--- src/rtl/sid_pkg.sv ---
// Shared types and constants for the silence interval detector.
// Holds the phase codes, state and result structs, and register indexes.
// No dependencies.
package sid_pkg;

    // Widths of the internal counters
    localparam int INDEX_BITS = 32;
    localparam int HOLD_BITS  = 20;

    // Widths fixed by the item and register fields
    localparam int SAMPLE_BITS = 16;
    localparam int LEVEL_BITS  = 16;
    localparam int CFG_HOLD_BITS = 20;
    localparam int CFG_DATA_BITS = 20;
    localparam int CFG_IDX_BITS  = 2;
    localparam int OUT_BITS      = 32;

    // Configuration register indexes
    localparam logic [CFG_IDX_BITS-1:0] REG_SILENCE_LEVEL = 2'd0;
    localparam logic [CFG_IDX_BITS-1:0] REG_PRE_HOLD      = 2'd1;
    localparam logic [CFG_IDX_BITS-1:0] REG_POST_HOLD     = 2'd2;

    // Register reset values
    localparam logic [LEVEL_BITS-1:0]    LEVEL_RESET     = 16'd1;
    localparam logic [CFG_HOLD_BITS-1:0] PRE_HOLD_RESET  = 20'd882;
    localparam logic [CFG_HOLD_BITS-1:0] POST_HOLD_RESET = 20'd4410;

    // Detector phase
    typedef enum logic [1:0] {
        PH_IDLE  = 2'd0,
        PH_PRE   = 2'd1,
        PH_FOUND = 2'd2,
        PH_POST  = 2'd3
    } sid_phase_t;

    typedef struct packed {
        sid_phase_t              phase;
        logic [HOLD_BITS-1:0]    hold_count;
        logic [INDEX_BITS-1:0]   sample_index;
        logic [INDEX_BITS-1:0]   silence_start;
    } sid_state_t;

    typedef struct packed {
        logic [OUT_BITS-1:0] start_index;
        logic [OUT_BITS-1:0] length_samples;
        logic                at_end;
    } sid_result_t;

endpackage

--- src/rtl/sid_step.sv ---
// Per-sample update of the silence detector: quiet test, phase and counters.
// Purely combinational; depends on sid_pkg for the state and result types.
module sid_step (
    input  sid_pkg::sid_state_t                       state_i,
    input  logic signed [sid_pkg::SAMPLE_BITS-1:0]    sample_i,
    input  logic                                      last_i,
    input  logic [sid_pkg::LEVEL_BITS-1:0]            level_i,
    input  logic [sid_pkg::CFG_HOLD_BITS-1:0]         pre_hold_i,
    input  logic [sid_pkg::CFG_HOLD_BITS-1:0]         post_hold_i,
    output sid_pkg::sid_state_t                       state_o,
    output logic                                      res_valid_o,
    output sid_pkg::sid_result_t                      res_o
);

    localparam int MAG_BITS = sid_pkg::SAMPLE_BITS + 1;
    localparam int CMP_BITS = (sid_pkg::CFG_HOLD_BITS > sid_pkg::HOLD_BITS)
                              ? sid_pkg::CFG_HOLD_BITS : sid_pkg::HOLD_BITS;
    localparam int PAD_BITS = (sid_pkg::INDEX_BITS > sid_pkg::OUT_BITS)
                              ? sid_pkg::INDEX_BITS : sid_pkg::OUT_BITS;
    localparam logic [CMP_BITS-1:0] HOLD_MAX_EXT =
        CMP_BITS'({sid_pkg::HOLD_BITS{1'b1}});
    localparam logic [sid_pkg::INDEX_BITS-1:0] INDEX_MAX = '1;

    logic [MAG_BITS-1:0]           mag;
    logic                          quiet;
    logic [CMP_BITS-1:0]           pre_ext;
    logic [CMP_BITS-1:0]           post_ext;
    logic [sid_pkg::HOLD_BITS-1:0] pre_sat;
    logic [sid_pkg::HOLD_BITS-1:0] post_sat;
    logic [sid_pkg::HOLD_BITS-1:0] hold_dec;
    logic [sid_pkg::INDEX_BITS-1:0] length_raw;
    logic [PAD_BITS-1:0]           start_pad;
    logic [PAD_BITS-1:0]           length_pad;
    sid_pkg::sid_state_t           mid;
    logic                          emit_normal;

    // Magnitude of the sample, 0..32768
    always_comb begin
        if (sample_i[sid_pkg::SAMPLE_BITS-1]) begin
            mag = MAG_BITS'(~sample_i) + MAG_BITS'(1);
        end else begin
            mag = MAG_BITS'(sample_i);
        end
    end
    assign quiet = mag < MAG_BITS'(level_i);

    // Saturate the hold registers into the counter range
    assign pre_ext  = CMP_BITS'(pre_hold_i);
    assign post_ext = CMP_BITS'(post_hold_i);
    assign pre_sat  = (pre_ext > HOLD_MAX_EXT) ? '1 : sid_pkg::HOLD_BITS'(pre_ext);
    assign post_sat = (post_ext > HOLD_MAX_EXT) ? '1 : sid_pkg::HOLD_BITS'(post_ext);

    // Count down without going below zero
    assign hold_dec = (state_i.hold_count != '0)
                      ? state_i.hold_count - sid_pkg::HOLD_BITS'(1) : '0;

    // Advance the phase for this sample
    always_comb begin
        mid         = state_i;
        emit_normal = 1'b0;
        if (quiet) begin
            case (state_i.phase)
                sid_pkg::PH_IDLE: begin
                    mid.phase      = sid_pkg::PH_PRE;
                    mid.hold_count = pre_sat;
                end
                sid_pkg::PH_PRE: begin
                    mid.hold_count = hold_dec;
                    if (hold_dec == '0) begin
                        mid.phase         = sid_pkg::PH_FOUND;
                        mid.silence_start = state_i.sample_index;
                    end
                end
                sid_pkg::PH_POST: begin
                    mid.phase      = sid_pkg::PH_FOUND;
                    mid.hold_count = '0;
                end
                default: begin
                end
            endcase
        end else begin
            case (state_i.phase)
                sid_pkg::PH_FOUND: begin
                    mid.phase      = sid_pkg::PH_POST;
                    mid.hold_count = post_sat;
                end
                sid_pkg::PH_POST: begin
                    mid.hold_count = hold_dec;
                    if (hold_dec == '0) begin
                        emit_normal = 1'b1;
                        mid.phase   = sid_pkg::PH_IDLE;
                    end
                end
                sid_pkg::PH_PRE: begin
                    mid.phase      = sid_pkg::PH_IDLE;
                    mid.hold_count = '0;
                end
                default: begin
                end
            endcase
        end
    end

    // Result fields come from the start and index before the index moves
    assign length_raw = state_i.sample_index - mid.silence_start;
    assign start_pad  = PAD_BITS'(mid.silence_start);
    assign length_pad = PAD_BITS'(length_raw);

    // Flush on the last sample, else advance the saturating index
    always_comb begin
        state_o     = mid;
        res_valid_o = emit_normal;
        res_o.start_index    = start_pad[sid_pkg::OUT_BITS-1:0];
        res_o.length_samples = length_pad[sid_pkg::OUT_BITS-1:0];
        res_o.at_end         = 1'b0;
        if (last_i) begin
            if (mid.phase == sid_pkg::PH_FOUND || mid.phase == sid_pkg::PH_POST) begin
                res_valid_o  = 1'b1;
                res_o.at_end = 1'b1;
            end
            state_o.phase         = sid_pkg::PH_IDLE;
            state_o.hold_count    = '0;
            state_o.sample_index  = '0;
            state_o.silence_start = '0;
        end else if (state_i.sample_index != INDEX_MAX) begin
            state_o.sample_index = state_i.sample_index + sid_pkg::INDEX_BITS'(1);
        end
    end

endmodule

--- src/rtl/sid_outq.sv ---
// Two-entry result queue between the detector and the result channel.
// Lets a new sample be taken while one result waits; depends on sid_pkg.
module sid_outq (
    input  logic                  aclk,
    input  logic                  aresetn,
    input  logic                  push_i,
    input  sid_pkg::sid_result_t  push_data_i,
    output logic                  full_o,
    output logic                  m_valid,
    input  logic                  m_ready,
    output sid_pkg::sid_result_t  m_data
);

    sid_pkg::sid_result_t entry_reg [2];
    logic       wr_ptr_reg;
    logic       rd_ptr_reg;
    logic [1:0] count_reg;
    logic [1:0] count_next;
    logic       pop;

    assign pop     = m_valid && m_ready;
    assign m_valid = count_reg != 2'd0;
    assign full_o  = count_reg == 2'd2;
    assign m_data  = entry_reg[rd_ptr_reg];

    always_comb begin
        count_next = count_reg;
        if (push_i && !pop) begin
            count_next = count_reg + 2'd1;
        end else if (!push_i && pop) begin
            count_next = count_reg - 2'd1;
        end
    end

    // Advance pointers and the fill count
    always_ff @(posedge aclk) begin
        if (!aresetn) begin
            wr_ptr_reg <= 1'b0;
            rd_ptr_reg <= 1'b0;
            count_reg  <= 2'd0;
        end else begin
            count_reg <= count_next;
            if (push_i) begin
                wr_ptr_reg <= ~wr_ptr_reg;
            end
            if (pop) begin
                rd_ptr_reg <= ~rd_ptr_reg;
            end
        end
    end

    // Store the incoming result
    always_ff @(posedge aclk) begin
        if (push_i) begin
            entry_reg[wr_ptr_reg] <= push_data_i;
        end
    end

endmodule

--- src/rtl/silence_interval_detector_core.sv ---
// Top level of the silence interval detector: registers, state, result queue.
// Depends on sid_pkg, sid_step and sid_outq.
//
// Usage: samples arrive on the s_ request channel (s_sample, s_last) with
// valid/ready. Each accepted sample updates the detector state register,
// so a sample can be taken every cycle while the queue has room. A sample
// that ends a silence, or a last sample that flushes an open silence,
// produces one request on the m_ channel (start index, length in samples,
// at_end flag), written into the result queue as the sample is accepted.
// Results pass through a two-entry queue: while one result waits for
// m_ready the block keeps taking samples; s_ready drops only when both
// entries are held. The queue depth sets the only stall path.
// Configuration writes (cfg_we, cfg_index, cfg_wdata) take effect on the
// next clock edge and are meant for idle periods; index 3 is ignored.
// Reset (aresetn low, synchronous) returns the detector to idle with the
// sample index at zero, empties the queue and loads the register defaults.
// A sample with s_last set resets the index and phase after it is handled.
module silence_interval_detector_core (
    input  logic                                   aclk,
    input  logic                                   aresetn,
    input  logic                                   s_valid,
    output logic                                   s_ready,
    input  logic signed [sid_pkg::SAMPLE_BITS-1:0] s_sample,
    input  logic                                   s_last,
    output logic                                   m_valid,
    input  logic                                   m_ready,
    output logic [sid_pkg::OUT_BITS-1:0]           m_start_index,
    output logic [sid_pkg::OUT_BITS-1:0]           m_length_samples,
    output logic                                   m_at_end,
    input  logic                                   cfg_we,
    input  logic [sid_pkg::CFG_IDX_BITS-1:0]       cfg_index,
    input  logic [sid_pkg::CFG_DATA_BITS-1:0]      cfg_wdata
);

    logic [sid_pkg::LEVEL_BITS-1:0]    level_reg;
    logic [sid_pkg::CFG_HOLD_BITS-1:0] pre_hold_reg;
    logic [sid_pkg::CFG_HOLD_BITS-1:0] post_hold_reg;
    sid_pkg::sid_state_t               state_reg;
    sid_pkg::sid_state_t               state_next;
    logic                              res_valid;
    sid_pkg::sid_result_t              res;
    sid_pkg::sid_result_t              out_data;
    logic                              q_full;
    logic                              accept;

    assign s_ready = !q_full;
    assign accept  = s_valid && s_ready;

    // Write configuration registers
    always_ff @(posedge aclk) begin
        if (!aresetn) begin
            level_reg     <= sid_pkg::LEVEL_RESET;
            pre_hold_reg  <= sid_pkg::PRE_HOLD_RESET;
            post_hold_reg <= sid_pkg::POST_HOLD_RESET;
        end else if (cfg_we) begin
            case (cfg_index)
                sid_pkg::REG_SILENCE_LEVEL: level_reg <= cfg_wdata[sid_pkg::LEVEL_BITS-1:0];
                sid_pkg::REG_PRE_HOLD:      pre_hold_reg  <= cfg_wdata;
                sid_pkg::REG_POST_HOLD:     post_hold_reg <= cfg_wdata;
                default: begin
                end
            endcase
        end
    end

    sid_step u_step (
        .state_i     (state_reg),
        .sample_i    (s_sample),
        .last_i      (s_last),
        .level_i     (level_reg),
        .pre_hold_i  (pre_hold_reg),
        .post_hold_i (post_hold_reg),
        .state_o     (state_next),
        .res_valid_o (res_valid),
        .res_o       (res)
    );

    // Hold detector state, advance on each accepted sample
    always_ff @(posedge aclk) begin
        if (!aresetn) begin
            state_reg.phase         <= sid_pkg::PH_IDLE;
            state_reg.hold_count    <= '0;
            state_reg.sample_index  <= '0;
            state_reg.silence_start <= '0;
        end else if (accept) begin
            state_reg <= state_next;
        end
    end

    sid_outq u_outq (
        .aclk        (aclk),
        .aresetn     (aresetn),
        .push_i      (accept && res_valid),
        .push_data_i (res),
        .full_o      (q_full),
        .m_valid     (m_valid),
        .m_ready     (m_ready),
        .m_data      (out_data)
    );

    assign m_start_index    = out_data.start_index;
    assign m_length_samples = out_data.length_samples;
    assign m_at_end         = out_data.at_end;

    // A full queue always has a result on offer
    assert property (@(posedge aclk) disable iff (!aresetn) !s_ready |-> m_valid)
        else $error("queue full without a pending result");

    // A last sample returns the detector to idle at index zero
    assert property (@(posedge aclk) disable iff (!aresetn)
        (s_valid && s_ready && s_last) |=>
            (state_reg.phase == sid_pkg::PH_IDLE && state_reg.sample_index == '0))
        else $error("last sample did not reset the detector");

    // Idle and confirmed-silence phases carry no pending hold count
    assert property (@(posedge aclk) disable iff (!aresetn)
        (state_reg.phase == sid_pkg::PH_IDLE || state_reg.phase == sid_pkg::PH_FOUND)
            |-> state_reg.hold_count == '0)
        else $error("hold count left over outside a hold phase");

endmodule

--- config.mk ---
export PLATFORM = sky130hd
export DESIGN_NAME = silence_interval_detector_core
export DESIGN_NICKNAME = d
export VERILOG_FILES = /design/src/rtl/sid_pkg.sv /design/src/rtl/sid_step.sv /design/src/rtl/sid_outq.sv /design/src/rtl/silence_interval_detector_core.sv
export SDC_FILE = /design/constraint.sdc
export NUM_CORES = 1
export LEC_CHECK = 0
export ABC_CLOCK_PERIOD_IN_PS = 23300
export BUFFER_PORTS_ARGS = -buffer_cell sky130_fd_sc_hd__buf_2
export CAP_MARGIN = 20
export CORE_MARGIN = 2
export CORE_UTILIZATION = 45
export DETAILED_ROUTE_END_ITERATION = 10
export GPL_TIMING_DRIVEN = 0
export HOLD_SLACK_MARGIN = 0.15
export MAX_ROUTING_LAYER = met4
export SLEW_MARGIN = 20
export SYNTH_ARGS = -nofsm -noshare
export SYNTH_HDL_FRONTEND = slang
export SYNTH_SLANG_ARGS = --single-unit
--- constraint.sdc ---
create_clock -name aclk -period 23.3 [get_ports aclk]
set_clock_uncertainty 0.15 [all_clocks]
set_input_delay 4.66 -clock aclk [delete_from_list [all_inputs] [get_ports aclk]]
set_output_delay 4.66 -clock aclk [all_outputs]
set_load 0.01 [all_outputs]
==> summary.txt <==
Critical path
  • Worst-path cell with the longest stage delay: o21ai_0
  • Worst flop-to-flop path startpoint: state_reg[64]$_SDFFE_PN0P_
  • CP arrival: approximately 12000 ps
  • CP endpoint kind: flop
  • Worst Setup Path Type: in -> reg
  • Worst Path Required: between 20000 and 25000 ps
  • Worst Path Max Fanout: 10
  • WP buf/inv: 4
  • Crit path launch type: input port
  • CP delay by family, top: compound AO/OA/AOI/OAI gates
  • R2R setup slack: 15520 ps
  • Most used cell, CP: o21ai_0
  • CP max stage delay: 870 ps
  • Reg-to-Reg End: u_outq.entry_reg[0][28]$_DFFE_PP_
  • Worst R2R Path Depth: 22

Global routing
  • Initial antenna violation count: 1
  • GRT overflow: 0
  • Vias in the first global route: 11534
  • First-pass GRT wire length: ~59 mm
  • Gr usage total: ~22%
  • Largest net degree at the start of global routing: 53

Final layout
  • Register Area: 6847 um2
  • Layout cell share with drive strength beyond 1: 13.97%
  • Final instance area: 17040 um2
  • Nets: roughly 1800
  • Max FFs per register: 130
  • Footprint of the multi-input gates: approximately 7400 um2
  • Synth-to-layout area growth: 14.80%
  • Layout fillers: roughly 3100

Power
  • Clock share of power: 38.5%
  • Internal power: 0.9001 mW
  • Part of the power in combinational logic: 18.9%
  • Pwr per Cell Area: 72.22 nW/um2
  • Sequential share of power: 42.6%
  • VDD IR max: 0.06407 mV
  • Sw power: 0.3307 mW
  • Leak pwr: around 6.3 nW
  • Switching Share: 26.87%
  • Total design power: 1.231 mW

Placement
  • HPWL after DPL: 28.30 mm
  • RePlAce Congestion: roughly 0.87
  • Placed cell area: 16050 um2
  • Buffers on Ports: roughly 110

Flow run
  • Max-Cap Viols: 0

Timing
  • Final setup TNS: 0 ps
  • Slew Viols, Final: 0
  • Minimum clock period: 12120 ps
  • FMAX: 0.08252 GHz
  • Setup Viol. Count Final: 0
  • Max-Slew Margin vs Limit: 30.93%
  • RSZ-0062 raised after global routing: false
  • Endpoints failing hold: 0
  • Worst slew pin tran: 1025 ps
  • Worst hold margin: 311.3 ps
  • Period Utilization, post-route: 52.01%

Detailed routing
  • 1st-iter DRT viols: 775
  • First-pass DRT Iterations: 5
  • Drt total wl: 37.34 mm
  • Routed Antenna Nets: 0
  • Via Count: 11982
  • DR WL/cell: 16.84 um
  • Post-route DRC: 0
  • Vias per cell: around 5.4

CTS
  • Root Driver: clkbuf_16
  • Cts bufs inserted: 30
  • Sink Count: 277
  • Post_cts resized: 0
  • Reg clk slew, reported paths: 60 ps
  • CTS tree: done
  • CTS H-tree lvls: 1
  • Setup bufs post-CTS: 0
  • Worst skew pair latency: about 550 ps
  • Hold_buf cts: 0
  • Clock tree buffer depth: 3

Die
  • Die height: approximately 190 um
  • Die width: 185.6 um
  • Row cnt: 66
  • Initial core utilization: 45.63%
  • Die ar.: 34460 um2
  • Core box area: 32540 um2
  • IO Count: about 110

Min path
  • Worst Min Path Start: level_reg[6]$_SDFFE_PN0P_
  • HP Class: reg -> reg
  • Worst Hold End: level_reg[6]$_SDFFE_PN0P_
  • Hold Path Depth: 2

Synth
  • Leading area contributor after synthesis: edfxtp_1
  • Mapped Cells: between 1500 and 2000
  • Mean Syn Cell Area: about 9.2 um2
  • Asr flop ratio synth: 0%
  • Post-synth top area share: a little over a quarter
  • Mapped cell area: 14850 um2
  • Synth Net Count: 1694
  • Number of synthesized register bits: 277
  • Post-synthesis sequential area ratio: 46.12%
  • Top cells by count, synth: nand2_1, dfxtp_1, edfxtp_1, o21ai_0, clkbuf_1
  • Number of synthesized flops with an enable pin: 130
  • Top-count cell post-synth: nand2_1
  • Unique cell type count in the Yosys netlist: 74
  • Ys Warns: 0
  • Synth area leaders: edfxtp_1, dfxtp_1, nand2_1, mux2_2, ha_1
  • Main synth FF type: dfxtp_1

Outcome
  • Run status: completed
cell families (layout without fill, tap and decap cells):
| kind of cell | count (synthesis) | count (layout) | synth area share, % |
|---|---|---|---|
| adder cells (fa/ha/maj) | 54 | 54 | 4.315 |
| AND/OR/NAND/NOR | 627 | 627 | 20.30 |
| XOR/XNOR | 83 | 83 | 4.897 |
| multiplexers | 66 | 66 | 4.998 |
| buffers and inverters | 156 | 321 | 4.003 |
| AO/OA/AOI/OAI | 347 | 347 | 15.36 |
| other | 0 | 1 | 0 |
| flip-flops | 277 | 277 | 46.12 |
cell type report:
type / instances / share of cell area, %
Inverter: 60 / 1.321
Clock buffer: 42 / 4.985
Timing Repair Buffer: 112 / 3.774
Tap cell: 442 / 3.245
Multi-Input combinational cell: 1177 / 43.51
Buffer: 96 / 2.166
Antenna cell: 1 / 0.01468
Clock inverter: 11 / 0.8149
Sequential cell: 277 / 40.17
worst reg2reg max path: stages, from the launching register on:
cell       delay, ps
dfxtp_1          390
inv_1            110
ha_1             210
nor3b_1          630
nand4b_1         190
xor2_1           300
nand3_1          250
o31ai_2          670
nand2_1          230
clkbuf_1         300
o21ai_0          870
ha_1             420
inv_1            190
maj3_1           410
o221ai_1         190
a2bb2oi_1        140
maj3_1           430
a41oi_1          500
o31ai_4          110
a21oi_2          240
o41ai_2          150
a211o_1          300
xor2_1           160
how the worst max path moves through the flow:
| stage | start | slack (ps) | end | depth (start not counted) |
|---|---|---|---|---|
| floorplan | s_sample[4] | 11960 | u_outq.entry_reg[0][0]$_DFFE_PP_ | 18 |
| global placement | s_sample[4] | 9170 | u_outq.entry_reg[0][33]$_DFFE_PP_ | 19 |
| detailed placement | s_sample[4] | 10610 | u_outq.entry_reg[0][28]$_DFFE_PP_ | 27 |
| CTS | s_sample[4] | 11190 | u_outq.entry_reg[0][28]$_DFFE_PP_ | 27 |
| global route | s_sample[4] | 10510 | u_outq.entry_reg[1][30]$_DFFE_PP_ | 27 |
| finish | s_sample[4] | 11180 | u_outq.entry_reg[0][28]$_DFFE_PP_ | 28 |
power by group through the flow:
| stage | Combinational (mW) | Clock (mW) | Sequential, mW |
|---|---|---|---|
| floorplan | 0.158 | 0 | 0.532 |
| global placement | 0.231 | 0 | 0.535 |
| CTS | 0.235 | 0.486 | 0.524 |
| finish | 0.232 | 0.474 | 0.524 |
| global route | 0.256 | 0.503 | 0.525 |
| detailed placement | 0.234 | 0 | 0.535 |
metal layers:
metal | track usage [%] | share of wire (%)
met1 | 28.02 | 45
met4 | 7.276 | 3.5
met2 | 37.57 | 48
met5 | - | 0
met3 | 2.563 | 4.3
per-stage QoR:
stage | setup WS, ps | utilization (%) | cells
6_report | 11180 | 52.38 | 2218
5_1_grt | 10510 | 52.38 | 2218
4_1_cts | 11190 | 52.37 | 2217
3_5_place_dp | 10610 | 49.33 | 2164
3_3_place_gp | 9174 | 48.99 | 2160
2_1_floorplan | 11960 | - | 1610
layout by cell type, fill, tap and decap left out, drive strengths merged, types with 21 or more instances in the layout:
cell type | Yosys | layout
mux2 | 65 | 65
xor2 | 32 | 32
xnor2 | 51 | 51
a22oi | 55 | 55
ha | 40 | 40
nor2 | 78 | 78
nand2b | 21 | 21
edfxtp | 130 | 130
a21boi | 47 | 47
o21ai | 101 | 101
clkbuf | 92 | 134
nor3 | 40 | 40
nand2 | 281 | 281
dfxtp | 147 | 147
inv | 60 | 62
nand3 | 40 | 40
a21oi | 67 | 67
buf | 4 | 116
nor2b | 79 | 79
Power figures use the tool's default switching activity.
